**src/hdl/selective_repeat_window_engine_assert.svh**
```systemverilog
// assertion macros for the selective repeat window engine
`ifndef SELECTIVE_REPEAT_WINDOW_ENGINE_ASSERT_SVH
`define SELECTIVE_REPEAT_WINDOW_ENGINE_ASSERT_SVH
// condition holds at every clock edge out of reset
`define SRWE_ASSERT_ALWAYS(lbl, cond, msg) \
  lbl: assert property (@(posedge clk_i) disable iff (!rst_ni) (cond)) else $error(msg);
// condition in one cycle implies a condition in the next
`define SRWE_ASSERT_NEXT(lbl, pre, post, msg) \
  lbl: assert property (@(posedge clk_i) disable iff (!rst_ni) (pre) |=> (post)) \
    else $error(msg);
`endif

```
**src/hdl/srwe_pkg.sv**
```systemverilog
// types, codes and helpers of the selective repeat window engine
package srwe_pkg;
  localparam int SEQ_W = 3;
  localparam int PAY_W = 32;
  localparam int SEQ_COUNT = 8;
  localparam int SEND_WINDOW = 4;
  localparam int RECV_WINDOW = 4;

  localparam logic [2:0] FUNC_NEW = 3'd0;
  localparam logic [2:0] FUNC_FRAME = 3'd1;
  localparam logic [2:0] FUNC_DAMAGED = 3'd2;
  localparam logic [2:0] FUNC_RETX_TO = 3'd3;
  localparam logic [2:0] FUNC_ACK_TO = 3'd4;

  localparam logic [1:0] KIND_DATA = 2'd0;
  localparam logic [1:0] KIND_ACK = 2'd1;
  localparam logic [1:0] KIND_NAK = 2'd2;

  localparam logic [2:0] ACT_SEND = 3'd0;
  localparam logic [2:0] ACT_ACK = 3'd1;
  localparam logic [2:0] ACT_NAK = 3'd2;
  localparam logic [2:0] ACT_DELIVER = 3'd3;
  localparam logic [2:0] ACT_STOP = 3'd4;
  localparam logic [2:0] ACT_ACK_TIMER = 3'd5;
  localparam logic [2:0] ACT_STATUS = 3'd6;

  typedef struct packed {
    logic [2:0]       func;
    logic [PAY_W-1:0] outgoing_payload;
    logic [1:0]       frame_kind;
    logic [SEQ_W-1:0] frame_seq;
    logic [SEQ_W-1:0] frame_ack;
    logic [PAY_W-1:0] frame_payload;
    logic [SEQ_W-1:0] expired_seq;
  } in_item_t;

  typedef struct packed {
    logic [2:0]       action;
    logic [SEQ_W-1:0] seq_out;
    logic [SEQ_W-1:0] ack_out;
    logic [PAY_W-1:0] payload_out;
    logic             network_enable;
    logic             last;
  } out_item_t;

  typedef enum logic [3:0] {
    CMD_NONE,
    CMD_LATCH,
    CMD_NEW,
    CMD_RESEND_NAK,
    CMD_RX_DATA,
    CMD_DELIVER,
    CMD_SEND_ACK,
    CMD_SEND_NAK,
    CMD_RETX,
    CMD_STOP,
    CMD_STATUS
  } cmd_e;

  typedef struct packed {
    logic [2:0] func;
    logic [1:0] kind;
    logic       full;
    logic       nak_hit;
    logic       rx_ok;
    logic       rb_marked;
    logic       ack_hit;
    logic       lk_data;
  } dp_status_t;

  function automatic logic in_win(logic [SEQ_W-1:0] s, logic [SEQ_W-1:0] a,
                                  logic [SEQ_W-1:0] b);
    logic [SEQ_W-1:0] ds;
    logic [SEQ_W-1:0] db;
    ds = s - a;
    db = b - a;
    return ds < db;
  endfunction
endpackage

```
**src/hdl/selective_repeat_window_engine.sv**
```systemverilog
// top level of the selective repeat window engine
//  channel  | ports                     | accepted when
//  event    | start_i, item_i, busy_o   | start_i high and busy_o low
//  result   | valid_o, result_o         | every cycle valid_o is high
// an event holds the engine from its accept edge to the next accept for the
// accept cycle, a decode step that emits the first action if any, one step per
// further action and one empty step closing each delivery or stop loop
// each result item shows for one cycle, in the cycle after its step; the last is
// the status, and the receiver cannot stall; reset clears windows and marks
module selective_repeat_window_engine import srwe_pkg::*; (
  input  logic      clk_i,
  input  logic      rst_ni,
  input  logic      start_i,
  input  in_item_t  item_i,
  output logic      busy_o,
  output logic      valid_o,
  output out_item_t result_o
);
  cmd_e       cmd;
  dp_status_t sts;

  srwe_controller u_ctrl (
    .clk_i, .rst_ni, .start_i, .sts_i(sts), .cmd_o(cmd), .busy_o
  );

  srwe_datapath u_dp (
    .clk_i, .rst_ni, .cmd_i(cmd), .item_i, .sts_o(sts), .valid_o, .result_o
  );
endmodule

```
**src/hdl/srwe_datapath.sv**
```systemverilog
// window state, stores and result register of the engine
module srwe_datapath import srwe_pkg::*; (
  input  logic       clk_i,
  input  logic       rst_ni,
  input  cmd_e       cmd_i,
  input  in_item_t   item_i,
  output dp_status_t sts_o,
  output logic       valid_o,
  output out_item_t  result_o
);
  logic [SEQ_W-1:0] sb_q, ns_q, rb_q;
  logic [2:0]       cnt_q;
  logic [SEQ_COUNT-1:0] marks_q;
  logic [1:0]       lk_q;
  logic             valid_q, valid_d;
  in_item_t         item_q;
  out_item_t        res_q, res_d;
  logic [PAY_W-1:0] send_mem [SEQ_COUNT];
  logic [PAY_W-1:0] recv_mem [SEQ_COUNT];
  logic [SEQ_W-1:0] fack_m1, rx_off;

  assign fack_m1 = item_q.frame_ack - 1'b1;
  assign rx_off = item_q.frame_seq - rb_q;

  always_comb begin
    sts_o.func = item_q.func;
    sts_o.kind = item_q.frame_kind;
    sts_o.full = cnt_q >= 3'(SEND_WINDOW);
    sts_o.nak_hit = in_win(item_q.frame_ack, sb_q, ns_q);
    sts_o.rx_ok = (rx_off < SEQ_W'(RECV_WINDOW)) && !marks_q[item_q.frame_seq];
    sts_o.rb_marked = marks_q[rb_q];
    sts_o.ack_hit = in_win(fack_m1, sb_q, ns_q);
    sts_o.lk_data = lk_q == KIND_DATA;
  end

  always_comb begin
    res_d = '0;
    valid_d = 1'b1;
    case (cmd_i)
      CMD_NEW: begin
        res_d.action = ACT_SEND;
        res_d.seq_out = ns_q;
        res_d.ack_out = rb_q;
        res_d.payload_out = item_q.outgoing_payload;
      end
      CMD_RESEND_NAK: begin
        res_d.action = ACT_SEND;
        res_d.seq_out = item_q.frame_ack;
        res_d.ack_out = rb_q;
        res_d.payload_out = send_mem[item_q.frame_ack];
      end
      CMD_RETX: begin
        res_d.action = ACT_SEND;
        res_d.seq_out = item_q.expired_seq;
        res_d.ack_out = rb_q;
        res_d.payload_out = send_mem[item_q.expired_seq];
      end
      CMD_RX_DATA: res_d.action = ACT_ACK_TIMER;
      CMD_DELIVER: begin
        res_d.action = ACT_DELIVER;
        res_d.payload_out = recv_mem[rb_q];
      end
      CMD_SEND_ACK: begin
        res_d.action = ACT_ACK;
        res_d.ack_out = rb_q;
      end
      CMD_SEND_NAK: begin
        res_d.action = ACT_NAK;
        res_d.ack_out = rb_q;
      end
      CMD_STOP: begin
        res_d.action = ACT_STOP;
        res_d.seq_out = sb_q;
      end
      CMD_STATUS: begin
        res_d.action = ACT_STATUS;
        res_d.network_enable = cnt_q < 3'(SEND_WINDOW);
        res_d.last = 1'b1;
      end
      default: valid_d = 1'b0;
    endcase
  end

  always_ff @(posedge clk_i or negedge rst_ni) begin
    if (!rst_ni) begin
      sb_q <= '0;
      ns_q <= '0;
      rb_q <= '0;
      cnt_q <= '0;
      marks_q <= '0;
      lk_q <= KIND_ACK;
      valid_q <= 1'b0;
    end else begin
      valid_q <= valid_d;
      case (cmd_i)
        CMD_LATCH: if (item_i.func == FUNC_FRAME) lk_q <= item_i.frame_kind;
        CMD_NEW: begin
          ns_q <= ns_q + 1'b1;
          cnt_q <= cnt_q + 1'b1;
        end
        CMD_RX_DATA: if (sts_o.rx_ok) marks_q[item_q.frame_seq] <= 1'b1;
        CMD_DELIVER: begin
          marks_q[rb_q] <= 1'b0;
          rb_q <= rb_q + 1'b1;
        end
        CMD_STOP: begin
          sb_q <= sb_q + 1'b1;
          if (cnt_q != '0) cnt_q <= cnt_q - 1'b1;
        end
        default: ;
      endcase
    end
  end

  always_ff @(posedge clk_i) begin
    res_q <= res_d;
    if (cmd_i == CMD_LATCH) item_q <= item_i;
    if (cmd_i == CMD_NEW) send_mem[ns_q] <= item_q.outgoing_payload;
    if (cmd_i == CMD_RX_DATA && sts_o.rx_ok) recv_mem[item_q.frame_seq] <= item_q.frame_payload;
  end

  assign valid_o = valid_q;
  assign result_o = res_q;

  `include "selective_repeat_window_engine_assert.svh"
  `SRWE_ASSERT_ALWAYS(a_cnt_max, cnt_q <= 3'(SEND_WINDOW), "outstanding count over window")
  `SRWE_ASSERT_ALWAYS(a_cnt_span, cnt_q == 3'(ns_q - sb_q), "count disagrees with window span")
  `SRWE_ASSERT_NEXT(a_gap, valid_q && res_q.last, !valid_q, "item right after status")
endmodule

```
**src/hdl/srwe_controller.sv**
```systemverilog
// sequencer that steps one event through its run of actions
module srwe_controller import srwe_pkg::*; (
  input  logic       clk_i,
  input  logic       rst_ni,
  input  logic       start_i,
  input  dp_status_t sts_i,
  output cmd_e       cmd_o,
  output logic       busy_o
);
  typedef enum logic [2:0] {
    ST_IDLE, ST_FIRST, ST_DELIVER, ST_NAK2, ST_ACK, ST_STATUS
  } state_e;

  state_e state_q, state_d;
  logic   busy_q;

  always_comb begin
    cmd_o = CMD_NONE;
    state_d = state_q;
    case (state_q)
      ST_IDLE: if (start_i) begin
        cmd_o = CMD_LATCH;
        state_d = ST_FIRST;
      end
      ST_FIRST: begin
        state_d = ST_STATUS;
        case (sts_i.func)
          FUNC_NEW: if (!sts_i.full) cmd_o = CMD_NEW;
          FUNC_FRAME: begin
            state_d = ST_ACK;
            if (sts_i.kind == KIND_NAK && sts_i.nak_hit) begin
              cmd_o = CMD_RESEND_NAK;
            end else if (sts_i.kind == KIND_DATA) begin
              cmd_o = CMD_RX_DATA;
              state_d = ST_DELIVER;
            end
          end
          FUNC_DAMAGED: if (sts_i.lk_data) begin
            cmd_o = CMD_SEND_ACK;
            state_d = ST_NAK2;
          end
          FUNC_RETX_TO: cmd_o = CMD_RETX;
          FUNC_ACK_TO: cmd_o = CMD_SEND_ACK;
          default: ;
        endcase
      end
      ST_DELIVER: begin
        if (sts_i.rb_marked) cmd_o = CMD_DELIVER;
        else state_d = ST_ACK;
      end
      ST_NAK2: begin
        cmd_o = CMD_SEND_NAK;
        state_d = ST_STATUS;
      end
      ST_ACK: begin
        if (sts_i.ack_hit) cmd_o = CMD_STOP;
        else state_d = ST_STATUS;
      end
      ST_STATUS: begin
        cmd_o = CMD_STATUS;
        state_d = ST_IDLE;
      end
      default: state_d = ST_IDLE;
    endcase
  end

  always_ff @(posedge clk_i or negedge rst_ni) begin
    if (!rst_ni) begin
      state_q <= ST_IDLE;
      busy_q <= 1'b0;
    end else begin
      state_q <= state_d;
      busy_q <= state_d != ST_IDLE;
    end
  end

  assign busy_o = busy_q;
endmodule

```
**config.mk**
```make
export PLATFORM = sky130hd
export DESIGN_NAME = selective_repeat_window_engine
export DESIGN_NICKNAME = d
export VERILOG_FILES = /design/src/hdl/srwe_pkg.sv /design/src/hdl/selective_repeat_window_engine.sv /design/src/hdl/srwe_datapath.sv /design/src/hdl/srwe_controller.sv
export VERILOG_INCLUDE_DIRS = /design/src /design/src/hdl
export SDC_FILE = /design/constraint.sdc
export NUM_CORES = 1
export LEC_CHECK = 0
export ABC_AREA = 1
export BUFFER_PORTS_ARGS = -buffer_cell sky130_fd_sc_hd__buf_2
export CAP_MARGIN = 20
export CORE_MARGIN = 5
export CORE_UTILIZATION = 25
export CTS_BUF_LIST = sky130_fd_sc_hd__clkbuf_8 sky130_fd_sc_hd__clkbuf_16
export DETAILED_ROUTE_END_ITERATION = 12
export PLACE_DENSITY_LB_ADDON = 0.12
export REMOVE_ABC_BUFFERS = 1
export SYNTH_ARGS = -nofsm -noshare
export SYNTH_HDL_FRONTEND = slang
export SYNTH_SLANG_ARGS = --single-unit
```
**constraint.sdc**
```tcl
create_clock -name clk_i -period 8.89 [get_ports clk_i]
set_clock_uncertainty 0.1 [all_clocks]
set_input_delay 1.3335 -clock clk_i [delete_from_list [all_inputs] [get_ports clk_i]]
set_output_delay 1.3335 -clock clk_i [all_outputs]
set_load 0.05 [all_outputs]
```
# [Word-level counts from Yosys, hierarchy flattened]
# Memories as Yosys holds them, arrays and structs flattened. A register that Yosys moved wholly into a read port is not among the register bits.
# Cells that the tools add are included.
[totals] in_bits=81 reg_bits=148 word_cells=128 out_inout_bits=45 ramBits=512 n_memories=2
[memory_table] name="u_dp.recv_mem" depth=8 word_bits=32 rd=1 rd_clocked_by_memory_dff=0 write_ports=1 line="srwe_datapath.sv:19" rtl="logic [PAY_W-1:0] recv_mem [SEQ_COUNT];"
[memory_table] name="u_dp.send_mem" depth=8 word_bits=32 rd=2 rd_clocked_by_memory_dff=2 write_ports=1 line="srwe_datapath.sv:18" rtl="logic [PAY_W-1:0] send_mem [SEQ_COUNT];"
[op_classes] n_eq_ne=23 add_sub_neg=10 reduce_logical=19 n_lt_le_gt_ge=9 mux=40 bitwise=3
[op_table] op="one-hot mux 32 bit (4 select lines)" n=1
[op_table] op="two-way mux 3 bit" n=12
[op_table] op="one-hot mux 4 bit (6 select lines)" n=1
[op_table] op="one-hot mux 4 bit (5 select lines)" n=1
[op_table] op="one-hot mux 3 bit (6 select lines)" n=1
[op_table] op="equality test 4 x 3 -> 1 bit, second input constant" n=4
[op_table] op="one-hot mux 8 bit (2 select lines)" n=1
[op_table] op="one-hot mux 3 bit (5 select lines)" n=1
[op_table] op="adder 3 x 1 -> 3 bit, second input constant" n=4
[op_table] op="equality test 3 x 2 -> 1 bit, second input constant" n=4
[op_table] op="equality test 4 bit, second input constant" n=3
[op_table] op="one-hot mux 3 bit (2 select lines)" n=2
[op_table] op="one-hot mux 3 bit (4 select lines)" n=1
[op_table] op="subtractor 3 bit" n=4
[op_table] op="two-way mux 1 bit" n=11
[op_table] op="equality test 3 x 1 -> 1 bit, second input constant" n=3
[op_table] op="equality test 3 bit, second input constant" n=3
[op_table] op="OR reduction 9 bit" n=1
[op_table] op="AND 8 bit" n=1
[op_table] op="equality test 4 x 2 -> 1 bit, second input constant" n=2
[op_table] op="< comparator 3 x 4 -> 1 bit, second input constant" n=2
[op_table] op="two-way mux 4 bit" n=2
[op_table] op="two-way mux 8 bit" n=1
[op_table] op="NOT 8 bit" n=1
[op_table] op="other kinds (20)" n=37

# [Depth between registers and ports, before layout]
# Gate-level depths: netlist of run 1.
[depth] ltp_word=10 depth_mapped=18

# [By module]
# From an unflattened synthesis of run 1, not the netlist that was laid out.
[hier_totals] hier_cells=2874 area_unflattened_um2=29520.8
[modules_own_cells] module="srwe_datapath" seq_area_each_um2=19274.7 n_inst=1 area_each_um2=29144.2 cells_per_inst=2808
[modules_own_cells] module="srwe_controller" seq_area_each_um2=100.1 n_inst=1 area_each_um2=376.6 cells_per_inst=66

# [Least setup slack after synthesis of run 1]
# Ideal clock, no wire load.
[synth_path] kind="register -> register" startpoint="reg u_dp.ns_q[0]" endpoint="mem u_dp.send_mem[1][0], enable pin" path_stages_with_launch=17 synth_period_minus_slack_ns=4.315 arrival_time_ns=3.794 n_path_buf=1 setup_ns=0.421 setup_slack_ns=4.575 path_cell_list="dfrtp_1 > inv_1 > ha_1 > inv_1 > fa_1 > inv_1 > ha_1 > o21ai_0 > nand2_1 > a21oi_1 > nand2_1 > nand2_1 > nand2_1 > nand2_2 > buf_6 > nand4_2 > nor2_1"
[synth_between] elab_chain_cells=9
[synth_lines] item="start, declared" line="srwe_datapath.sv:11" rtl="logic [SEQ_W-1:0] sb_q, ns_q, rb_q;"
[synth_lines] item="start signal, assigned" line="srwe_datapath.sv:98" rtl="ns_q <= ns_q + 1'b1;"
[synth_lines] item="subtractor 3 bit" line="srwe_pkg.sv:76" rtl="db = b - a;"
[synth_lines] item="< comparator 3 bit" line="srwe_pkg.sv:77" rtl="return ds < db;"
[synth_lines] item="logical AND 1 bit" line="srwe_controller.sv:31" rtl="if (sts_i.kind == KIND_NAK && sts_i.nak_hit) begin"
[synth_lines] item="two-way mux 4 bit" line="srwe_controller.sv:31"
[synth_lines] item="one-hot mux 4 bit (5 select lines)" line="srwe_controller.sv:27" rtl="case (sts_i.func)"
[synth_lines] item="one-hot mux 4 bit (6 select lines)" line="srwe_controller.sv:20" rtl="case (state_q)"
[synth_lines] item="equality test 4 x 2 -> 1 bit" line="srwe_datapath.sv:118" rtl="if (cmd_i == CMD_NEW) send_mem[ns_q] <= item_q.outgoing_payload;"
[synth_lines] item="two-way mux 1 bit" line="srwe_datapath.sv:118"
[synth_lines] item="two-way mux 1 bit (implied by the code)" line="srwe_datapath.sv:118"
[synth_lines] item="end, declared" line="srwe_datapath.sv:18"
# Parallel ways exist; a longest one is shown, timed or not.

# [Worst setup path in the final report of run 1]
[layout_path] startpoint="reg u_dp.ns_q[0]" endpoint="mem u_dp.send_mem[0][7], enable pin"
# The elaborated chain is that of the path after synthesis.

==> flow_metrics.py, run 1 <==
metrics = {
    "job": {
        "maxCapViolations": 0,
    },
    "clocking": {
        "clk_path_buf_depth": 3,
        "ctsHtreeMaxLevel": 3,
        "cts_sinks": 666,
        "path_clk_slew_ps": 60,
        "ctsHoldBuffers": 0,
        "clk_latency_ps": 650,
        "numCtsBuffers": 80,
        "post_cts.repair.setup_buffers": 0,
        "cts_tree": "done",
        "root_buffer": "clkbuf_16",
        "cts.repair.resized": 0,
    },
    "power": {
        "comb_power_share": 0.276,
        "peakVddDrop_v": 0.0001524,
        "intPower_w": 0.006413,
        "p_sw_frac": 0.3702,
        "pwr-share-seq": 0.409,
        "p_sw_w": 0.003769,
        "p_leak_nw": 11.34,
        "powerDensity_mw_per_mm2": 312.2,
        "pwr-share-clk": 0.315,
    },
    "hold_path": {
        "hold_class": "flip-flop to flip-flop",
    },
    "routing": {
        "wirelength_um": 89210,
        "drt_iter0_drc": 1410,
        "detail_route.drc_violations": 0,
        "ant_nets": 0,
        "firstDrtPassIters": 5,
        "vias": 18699,
        "wl_per_cell_um": 22.63,
        "routed_via_density": 4.744,
    },
    "yosys": {
        "synth-main-ff-cell": "edfxtp_1",
        "synth_edf_count": 590,
        "syn_area_mm2": 0.02763,
        "netlist_instances": 2271,
        "ys_seq_area_frac": 0.7012,
        "yosysWarnings": 0,
        "synth_cell_types": 55,
        "ys_async_sr_fraction": 0.04054,
        "ys_ff_latch": 666,
        "avgSynthCellArea_um2": 12.17,
    },
    "setup_path": {
        "cp.arrival_ps": 4930,
        "worst_setup_path_end_kind": "flip-flop",
        "critical_path.max_stage_delay_ps": 620,
        "cp_max_fo": 36,
        "cp-start-kind": "flip-flop",
        "cpMaxStageDelayCell": "dfrtp_1",
        "required_ps": 9070,
        "path_cells": "inv_1, ha_1, inv_1, fa_1, inv_1, ha_1, o21ai_0, nand2_1, o21ai_1, nand2_1, nand2_1, nand2_1, nand2_2, buf_4, nand3_4, nor3_4, buf_4",
        "path_class": "flip-flop to flip-flop",
        "path_common_cell": "nand2_1",
    },
    "global_route": {
        "grt_max_degree": 94,
        "grt_pass1_vias": 19218,
        "gr-total-overflow": 0,
        "grt_pass1_wl_um": 130000,
        "grt_usage": 0.1490,
        "antenna_found_initial": 4,
    },
    "timing": {
        "slew_headroom": 0.2200,
        "fin_setup_tns_ps": 0,
        "finalCriticalPeriod_ps": 4753,
        "drv_slew": 0,
        "finalSetupViolations": 0,
        "hold_ws_ps": 397.1,
        "finalHoldViolCount": 0,
        "worst_slew_pin_slew_ps": 1159,
        "timing.final.crit_share": 0.5346,
        "clock.fmax_ghz": 0.2104,
        "rsz0062_at_grt": "false",
    },
    "outcome": {
        "status": "finished clean",
    },
    "floorplanning": {
        "die_x_um": 342.5,
        "start_util": 0.2507,
        "die_h_um": 342.5,
        "num_rows": 122,
        "die-area_mm2": 0.1173,
        "ios": 126,
        "core_mm2": 0.1102,
    },
    "place": {
        "globalplace.congestion": 0.7779,
        "dpl.hpwl_um": 50220,
        "numPortBuffers": 125,
    },
    "cells_and_area": {
        "area_growth_pct": 18.03,
        "diodes": 0,
        "final_nets": 2480,
        "drive_gt1_frac": 0.1654,
    },
}
worst paths after layout:
path,start,endpoint,slack [ps],depth (start not counted)
setup / recovery,u_dp.ns_q[0]$_DFFE_PN0N_,u_dp.send_mem[0][7]$_DFFE_PP_,4140,17
setup reg to reg,u_dp.ns_q[0]$_DFFE_PN0N_,u_dp.send_mem[0][7]$_DFFE_PP_,4140,17
min in group asynchronous,rst_ni,u_dp.valid_o$_DFF_PN0_,640,1
hold reg to reg,u_dp.item_q[2]$_DFFE_PN_,flip-flop,400,2
max in group asynchronous,rst_ni,u_dp.sb_q[0]$_DFFE_PN0N_,7590,1
hold / removal,u_dp.item_q[2]$_DFFE_PN_,flip-flop,400,2
power by group through the flow:
| stage | clock, W | sequential [W] | combinational [W] |
|---|---|---|---|
| detailed placement | 0 | 0.00424 | 0.00283 |
| global route | 0.00343 | 0.00421 | 0.00308 |
| CTS | 0.00331 | 0.00418 | 0.00284 |
| floorplan | 0 | 0.00448 | 0.00144 |
| finish | 0.00320 | 0.00417 | 0.00281 |
| global placement | 0 | 0.00423 | 0.00280 |
critical path, delay by kind of cell, from the launching register on:
| kind | cells | cell delay [ps] |
|---|---|---|
| buf+inv | 5 | 1370 |
| simple gates | 7 | 1140 |
| fa+ha+maj | 3 | 860 |
| compound gates | 2 | 260 |
| flops | 1 | 620 |
flip-flops by register name, indices dropped and copies added (netlist names), named ones only:
name and cells:
u_dp.send_mem 256, u_dp.rb_q 3, u_dp.result_o 43, u_dp.sb_q 3
u_dp.ns_q 3, u_dp.item_q 73, u_dp.marks_q 8, u_ctrl.state_q 3
u_dp.cnt_q 3, u_dp.recv_mem 256, u_dp.sts_o 5, u_dp.lk_q 2
u_dp.valid_o 1, u_ctrl.busy_o 1
cell usage after synthesis, types with 9 or more instances:
cell type | count | area, um2
o221ai_1 | 14 | 122.6
a31oi_1 | 48 | 300.3
o21ai_1 | 12 | 60.06
a21oi_1 | 286 | 1431
edfxtp_1 | 590 | 17720
nor3_1 | 14 | 70.07
o211ai_1 | 21 | 157.7
dfxtp_1 | 49 | 980.9
nand2_1 | 161 | 604.3
or2_2 | 42 | 262.8
inv_1 | 161 | 604.3
o21ai_0 | 248 | 1241
buf_1 | 21 | 78.83
o2111ai_1 | 10 | 87.58
nor2_1 | 119 | 446.7
buf_2 | 32 | 160.2
nor4_1 | 20 | 125.1
dfrtp_1 | 26 | 650.6
ha_1 | 9 | 112.6
o22ai_1 | 78 | 488.0
clkbuf_1 | 83 | 311.6
nand4_1 | 41 | 256.5
nand3_1 | 88 | 440.4
per-stage QoR:
stage	std cells	utilization	area (um2)	setup WS, ps	total power, W
floorplan	2123	-	26960	4338	0.005913
global placement	3790	0.2722	30000	4139	0.007027
detailed placement	3791	0.2723	30010	4132	0.007071
CTS	3941	0.2959	32610	4097	0.01032
global route	3942	0.2959	32610	3834	0.01073
finish	3942	0.2959	32610	4137	0.01018
placed cells by master (no fill, tap or decap), types with 6 or more instances in the layout:
master / synthesis / routed
o221ai_1: 14 / 14
clkbuf_16: 0 / 81
nand3_4: 6 / 6
clkinv_1: 3 / 14
o21ai_1: 12 / 12
ha_1: 9 / 9
nand2_1: 161 / 161
a21oi_1: 286 / 286
nor4_1: 20 / 18
nor2_1: 119 / 107
a32oi_1: 8 / 8
edfxtp_1: 590 / 590
o22ai_1: 78 / 78
dfxtp_1: 49 / 45
buf_2: 32 / 127
xor2_1: 8 / 8
o2111ai_1: 10 / 10
nand3_1: 88 / 88
nand4_1: 41 / 41
inv_1: 161 / 175
buf_4: 5 / 54
a311oi_1: 6 / 6
or2_2: 42 / 42
dfrtp_1: 26 / 26
a31oi_1: 48 / 48
nor2_4: 1 / 13
o211ai_1: 21 / 21
o21ai_0: 248 / 248
nor3_1: 14 / 14
clkinv_2: 0 / 18
clkbuf_8: 0 / 10
inv_2: 8 / 8
layout make-up:
type	count	area (um2)
flip-flops and latches	666	19380
inverters	174	668.1
well taps	1488	1862
fillers	11293	77600
repair buffers	181	1041
clock buffers	91	2165
multi-input cells	1283	7059
clock inverters	59	437.9
cells by family after synthesis:
kind of cell	after synthesis	share of synthesized area
AOI/OAI and AO/OA	749	0.1507
xor gates and xnor gates	10	0.003170
adders and majority gates	13	0.006974
buffers and inverters	322	0.04795
DFF	666	0.7012
muxes	2	0.0008150
and+or+nand+nor	509	0.08925
layer usage:
layer | up-vias | wire [um] | track usage
met5 | - | 0 | 0
met4 | 0 | 1992 | 0.03945
met3 | 117 | 4270 | 0.02556
met2 | 509 | 43360 | 0.2548
met1 | 9366 | 39590 | 0.1960
li1 | 8707 | - | -
(Power assumes the default switching activity.)
==> inputs of run 2 (changes only) <==
- clock period: 8.89 -> 4.6 ns (I/O delays scaled with it)
==> run 2 against run 1 <==
Effect of this change:
- fmax rose by 24%
- sequential cell count did not move
- setup slack got worse by 3400 ps
- via count rose by 1.2%
- count of clock-buffer cells in the layout fell by 4
- wire length rose by 1.1%
- final area rose by 1.1%
- sequential power rose by 95%
- die area did not move
- first-iteration DRC count rose by 3.1%
- clock power rose by 91%
- utilization rose by 0.34 points
- largest power group unchanged
==> flow_metrics.py, run 2 (synthesized netlist as in run 1, its figures left out) <==
metrics = {
    "outcome": {
        "status": "finished clean",
    },
    "global_route": {
        "grt_usage": 0.1501,
        "antenna_found_initial": 5,
        "gr-total-overflow": 0,
        "grt_pass1_vias": 19211,
        "grt_max_degree": 110,
        "grt_pass1_wl_um": 130400,
    },
    "timing": {
        "clock.fmax_ghz": 0.2612,
        "hold_ws_ps": 133.6,
        "worst_slew_pin_slew_ps": 1103,
        "timing.final.crit_share": 0.8323,
        "slew_headroom": 0.2634,
        "finalSetupViolations": 0,
        "finalHoldViolCount": 0,
        "drv_slew": 0,
        "finalCriticalPeriod_ps": 3829,
        "rsz0062_at_grt": "false",
        "fin_setup_tns_ps": 0,
    },
    "cells_and_area": {
        "drive_gt1_frac": 0.1734,
        "final_common_cell": "edfxtp_1",
        "reg.largest.list": "u_dp.recv_mem x256, u_dp.send_mem x256, u_dp.item_q x73",
        "n_fill_cell": 11184,
        "seq_area_mm2": 0.01938,
        "multi_input_area_mm2": 0.007091,
        "mostFrequentLayoutCells": "edfxtp_1 (590), a21oi_1 (286), o21ai_0 (248), inv_1 (173), nand2_1 (161)",
        "final_nets": 2499,
        "fin_cells": 3956,
        "diodes": 0,
        "area_growth_pct": 19.37,
    },
    "power": {
        "finalPower_w": 0.01978,
        "p_leak_nw": 11.47,
        "peakVddDrop_v": 0.0004194,
        "powerDensity_mw_per_mm2": 599.6,
    },
    "floorplanning": {
        "num_rows": 122,
        "core_mm2": 0.1102,
        "die_h_um": 342.5,
        "start_util": 0.2507,
        "die_x_um": 342.5,
        "ios": 126,
        "die-area_mm2": 0.1173,
    },
    "place": {
        "dpl.hpwl_um": 53850,
        "globalplace.congestion": 0.7491,
        "dp.cells": 3811,
        "numPortBuffers": 125,
    },
    "setup_path": {
        "cp_max_fo": 18,
        "cp.arrival_ps": 3990,
        "path_class": "flip-flop to flip-flop",
        "required_ps": 4760,
        "worst_setup_path_end_kind": "flip-flop",
        "cp-start-kind": "flip-flop",
    },
    "routing": {
        "firstDrtPassIters": 5,
        "vias": 18929,
        "detail_route.drc_violations": 0,
        "drt_iter0_drc": 1454,
        "routed_via_density": 4.785,
        "wirelength_um": 90200,
        "ant_nets": 0,
        "wl_per_cell_um": 22.80,
    },
    "clocking": {
        "cts_sinks": 666,
        "root_buffer": "clkbuf_16",
        "path_clk_slew_ps": 60,
        "post_cts.repair.setup_buffers": 0,
        "clk_path_buf_depth": 3,
        "cts_tree": "done",
        "ctsHtreeMaxLevel": 3,
        "numCtsBuffers": 78,
        "clk_latency_ps": 630,
    },
    "hold_path": {
        "hold_class": "input pin to flip-flop",
    },
    "job": {
        "maxCapViolations": 0,
    },
}
[run 2: cell count changes in the layout (fill, tap and decap cells not counted), moves of 4 or more]
cell and delta:
nor4_2 +5, nor4_1 -5, clkbuf_8 -4, buf_12 +17, buf_4 +4
[run 2: final timing paths]
| kind | from | endpoint | slack (ps) | cells past startpoint |
|---|---|---|---|---|
| worst min register to register | u_dp.item_q[0]$_DFFE_PN_ | flip-flop | 390 | 2 |
| worst max-delay path | u_dp.ns_q[0]$_DFFE_PN0N_ | u_dp.send_mem[5][29]$_DFFE_PP_ | 770 | 17 |
| worst max register to register | u_dp.ns_q[0]$_DFFE_PN0N_ | u_dp.send_mem[5][29]$_DFFE_PP_ | 770 | 17 |
| max in group asynchronous | rst_ni | u_dp.sb_q[2]$_DFFE_PN0N_ | 3390 | 2 |
| min in group asynchronous | rst_ni | u_dp.lk_q[1]$_DFFE_PN0P_ | 550 | 2 |
| worst min-delay path | item_i[15] | u_dp.item_q[15]$_DFFE_PN_ | 130 | 1 |
[run 2: where the power goes]
group	switching (W)	internal, W
Sequential	0.000660	0.00747
Clock	0.00253	0.00359
Combinational	0.00409	0.00144
[run 2: cell type report]
cell class | instances | area share
Clock buffer | 87 | 0.06396
Clock inverter | 56 | 0.01358
Inverter | 174 | 0.02026
Multi-Input combinational cell | 1283 | 0.2150
Sequential cell | 666 | 0.5875
Tap cell | 1488 | 0.05645
Timing Repair Buffer | 202 | 0.04324
[run 2: stage by stage]
step | util | area [um2] | worst slack (ps)
global placement | 0.2759 | 30400 | 779.4
CTS | 0.2991 | 32970 | 751.7
global route | 0.2993 | 32980 | 393.4
floorplan | - | 26960 | 48.29
finish | 0.2993 | 32980 | 771.3
detailed placement | 0.2759 | 30400 | 786.7
[run 2: critical path, cell delays in order, from the launching register on]
cell and delay (ps):
dfrtp_1 630, inv_1 150, ha_1 220, inv_1 60, fa_1 400, inv_1 90, ha_1 220, o21ai_0 70
nand2_1 100, a21oi_1 200, nand2_1 80, nand2_1 60, nand2_1 60, nand2_2 220, nand4_2 130, buf_4 210
nor2_4 90, buf_4 360
[run 2: layer usage]
metal | routed length [um] | vias up | track usage
met5 | 0 | - | 0
met4 | 2468 | 0 | 0.04230
met3 | 4427 | 143 | 0.02578
met2 | 43590 | 567 | 0.2549
met1 | 39710 | 9484 | 0.1980
li1 | - | 8735 | -
[run 2: what timing repair did]
action	in CTS	in global routing
hold endpoints to repair	20	0
hold buffers	1	0
resized for setup	0	0
==> inputs of run 3 (changes only) <==
- clock period: 4.6 -> 3.5 ns (I/O delays scaled with it)
==> run 3 against run 2 <==
Effect of this change:
- wire length increased by 1.9%
- final area is 4.7% higher
- via count increased by 2.3%
- sequential share of layout area is 2.6 points lower
- first-iteration DRC count grew 3.5%
- setup slack worse by 610 ps
- combinational power is 39% higher
- cell count increased by 3.1%
- non-clock buffer count grew 116
- sequential power increased by 30%
- critical path type unchanged
- critical endpoint is now u_dp.send_mem[0][0]$_DFFE_PP_
- highest routed layer unchanged
==> flow_metrics.py, run 3 (synthesized netlist as in run 1, its figures left out) <==
metrics = {
    "outcome": {
        "status": "finished clean",
    },
    "setup_path": {
        "required_ps": 3750,
        "reg2regPathDepth": 17,
        "worst_setup_path_end_kind": "flip-flop",
        "cp_max_fo": 13,
        "path_class": "flip-flop to flip-flop",
        "cp-start-kind": "flip-flop",
        "cp.arrival_ps": 3590,
    },
    "power": {
        "p_leak_nw": 12.15,
        "peakVddDrop_v": 0.0007039,
        "pwr-share-seq": 0.398,
        "p_sw_w": 0.009792,
        "intPower_w": 0.01697,
        "pwr-share-clk": 0.314,
        "comb_power_share": 0.288,
        "p_sw_frac": 0.3659,
        "powerDensity_mw_per_mm2": 775.3,
    },
    "floorplanning": {
        "die_x_um": 342.5,
        "start_util": 0.2507,
        "num_rows": 122,
        "ios": 126,
        "core_mm2": 0.1102,
        "die-area_mm2": 0.1173,
        "die_h_um": 342.5,
    },
    "clocking": {
        "path_clk_slew_ps": 60,
        "cts_sinks": 666,
        "cts_tree": "done",
        "numCtsBuffers": 80,
        "root_buffer": "clkbuf_16",
        "clk_latency_ps": 650,
        "clk_path_buf_depth": 3,
        "ctsHtreeMaxLevel": 3,
    },
    "timing": {
        "worst_slew_pin_slew_ps": 1009,
        "slew_headroom": 0.3272,
        "timing.final.crit_share": 0.9544,
        "finalHoldViolCount": 0,
        "finalCriticalPeriod_ps": 3340,
        "drv_slew": 0,
        "finalSetupViolations": 0,
        "clock.fmax_ghz": 0.2994,
        "hold_ws_ps": 59.79,
    },
    "cells_and_area": {
        "area_growth_pct": 24.93,
        "reg.largest.list": "u_dp.recv_mem x256, u_dp.send_mem x256, u_dp.item_q x73",
        "final_common_cell": "edfxtp_1",
        "final_nets": 2617,
        "mostFrequentLayoutCells": "edfxtp_1 (590), a21oi_1 (285), o21ai_0 (248), inv_1 (175), nand2_1 (161)",
        "fin_util": 0.3132,
        "drive_gt1_frac": 0.1800,
    },
    "global_route": {
        "grt_usage": 0.1527,
        "grt_pass1_wl_um": 132800,
        "grt_max_degree": 100,
        "gr-total-overflow": 0,
        "grt_pass1_vias": 19843,
        "antenna_found_initial": 4,
    },
    "routing": {
        "wl_per_cell_um": 22.54,
        "wirelength_um": 91900,
        "routed_via_density": 4.750,
        "drt_iter0_drc": 1505,
        "detail_route.drc_violations": 0,
        "vias": 19371,
        "firstDrtPassIters": 5,
        "ant_nets": 0,
    },
    "place": {
        "globalplace.congestion": 0.7792,
        "dpl.hpwl_um": 57410,
        "numPortBuffers": 125,
    },
    "hold_path": {
        "hold_class": "input pin to flip-flop",
        "min_path_cells": 1,
    },
    "job": {
        "maxCapViolations": 0,
    },
}
-- run 3: metrics by stage --
stage | TNS [ps] | setup WS [ps] | std cells | area [um2] | total power (W)
floorplan | -525500 | -1052 | 2123 | 26960 | 0.01502
global placement | 0 | 43.46 | 3846 | 30970 | 0.01838
detailed placement | 0 | 104.5 | 3846 | 30970 | 0.01845
CTS | 0 | 90.54 | 4071 | 34420 | 0.02707
global route | -671.3 | -35.99 | 4077 | 34520 | 0.02814
finish | 0 | 159.5 | 4078 | 34520 | 0.02676
-- run 3: area by class of cell --
class	instances	area, um2
diodes	1	2.502
flip-flops and latches	666	19380
multi-input cells	1283	7084
clock buffers	85	2071
inverters	174	665.6
well taps	1488	1862
fillers	11187	75690
repair buffers	318	2848
clock inverters	63	605.6
-- run 3: final timing paths --
kind                                     startpoint                       endpoint  slack, ps
min reg2reg                u_dp.item_q[2]$_DFFE_PN_                      flip-flop        380
max reg2reg                u_dp.ns_q[0]$_DFFE_PN0N_  u_dp.send_mem[0][0]$_DFFE_PP_        160
min                                      item_i[71]      u_dp.item_q[71]$_DFFE_PN_         60
max in group asynchronous                    rst_ni       u_dp.sb_q[0]$_DFFE_PN0N_       2450
max                        u_dp.ns_q[0]$_DFFE_PN0N_  u_dp.send_mem[0][0]$_DFFE_PP_        160
min in group asynchronous                    rst_ni       u_dp.lk_q[1]$_DFFE_PN0P_        370
-- run 3: per-layer routing --
layer  share of wire  track usage  vias up
met4           0.026      0.04722        0
met2            0.48       0.2573      574
li1                -            -     8960
met1            0.43       0.1971     9690
met5               0            0        -
met3           0.058      0.03277      147
-- run 3: critical path, stage by stage, from the launching register on --
cell	delay, ps
dfrtp_1	370
inv_1	90
ha_1	150
inv_1	50
fa_1	480
inv_1	60
ha_1	260
o21ai_0	70
nand2_1	110
o21ai_2	170
nand2_1	70
nand2_1	50
nand2_1	80
nand2_4	140
nand3_4	170
nor3_4	260
buf_12	150
clkbuf_16	200
-- run 3: what timing repair did --
item | in CTS | in global routing
endpoints found under the setup margin | 0 | 351
resized for setup | 0 | 4
buffers inserted | 0 | 5
endpoints found under the hold margin | 107 | 0
hold buffers | 77 | 0
-- run 3: power groups by stage --
stage | clock network [W] | logic [W] | registers [W]
2_1_floorplan | 0 | 0.00365 | 0.0114
3_3_place_gp | 0 | 0.00754 | 0.0108
3_5_place_dp | 0 | 0.00761 | 0.0108
4_1_cts | 0.00869 | 0.00771 | 0.0107
5_1_grt | 0.00901 | 0.00838 | 0.0108
6_report | 0.00841 | 0.00771 | 0.0106
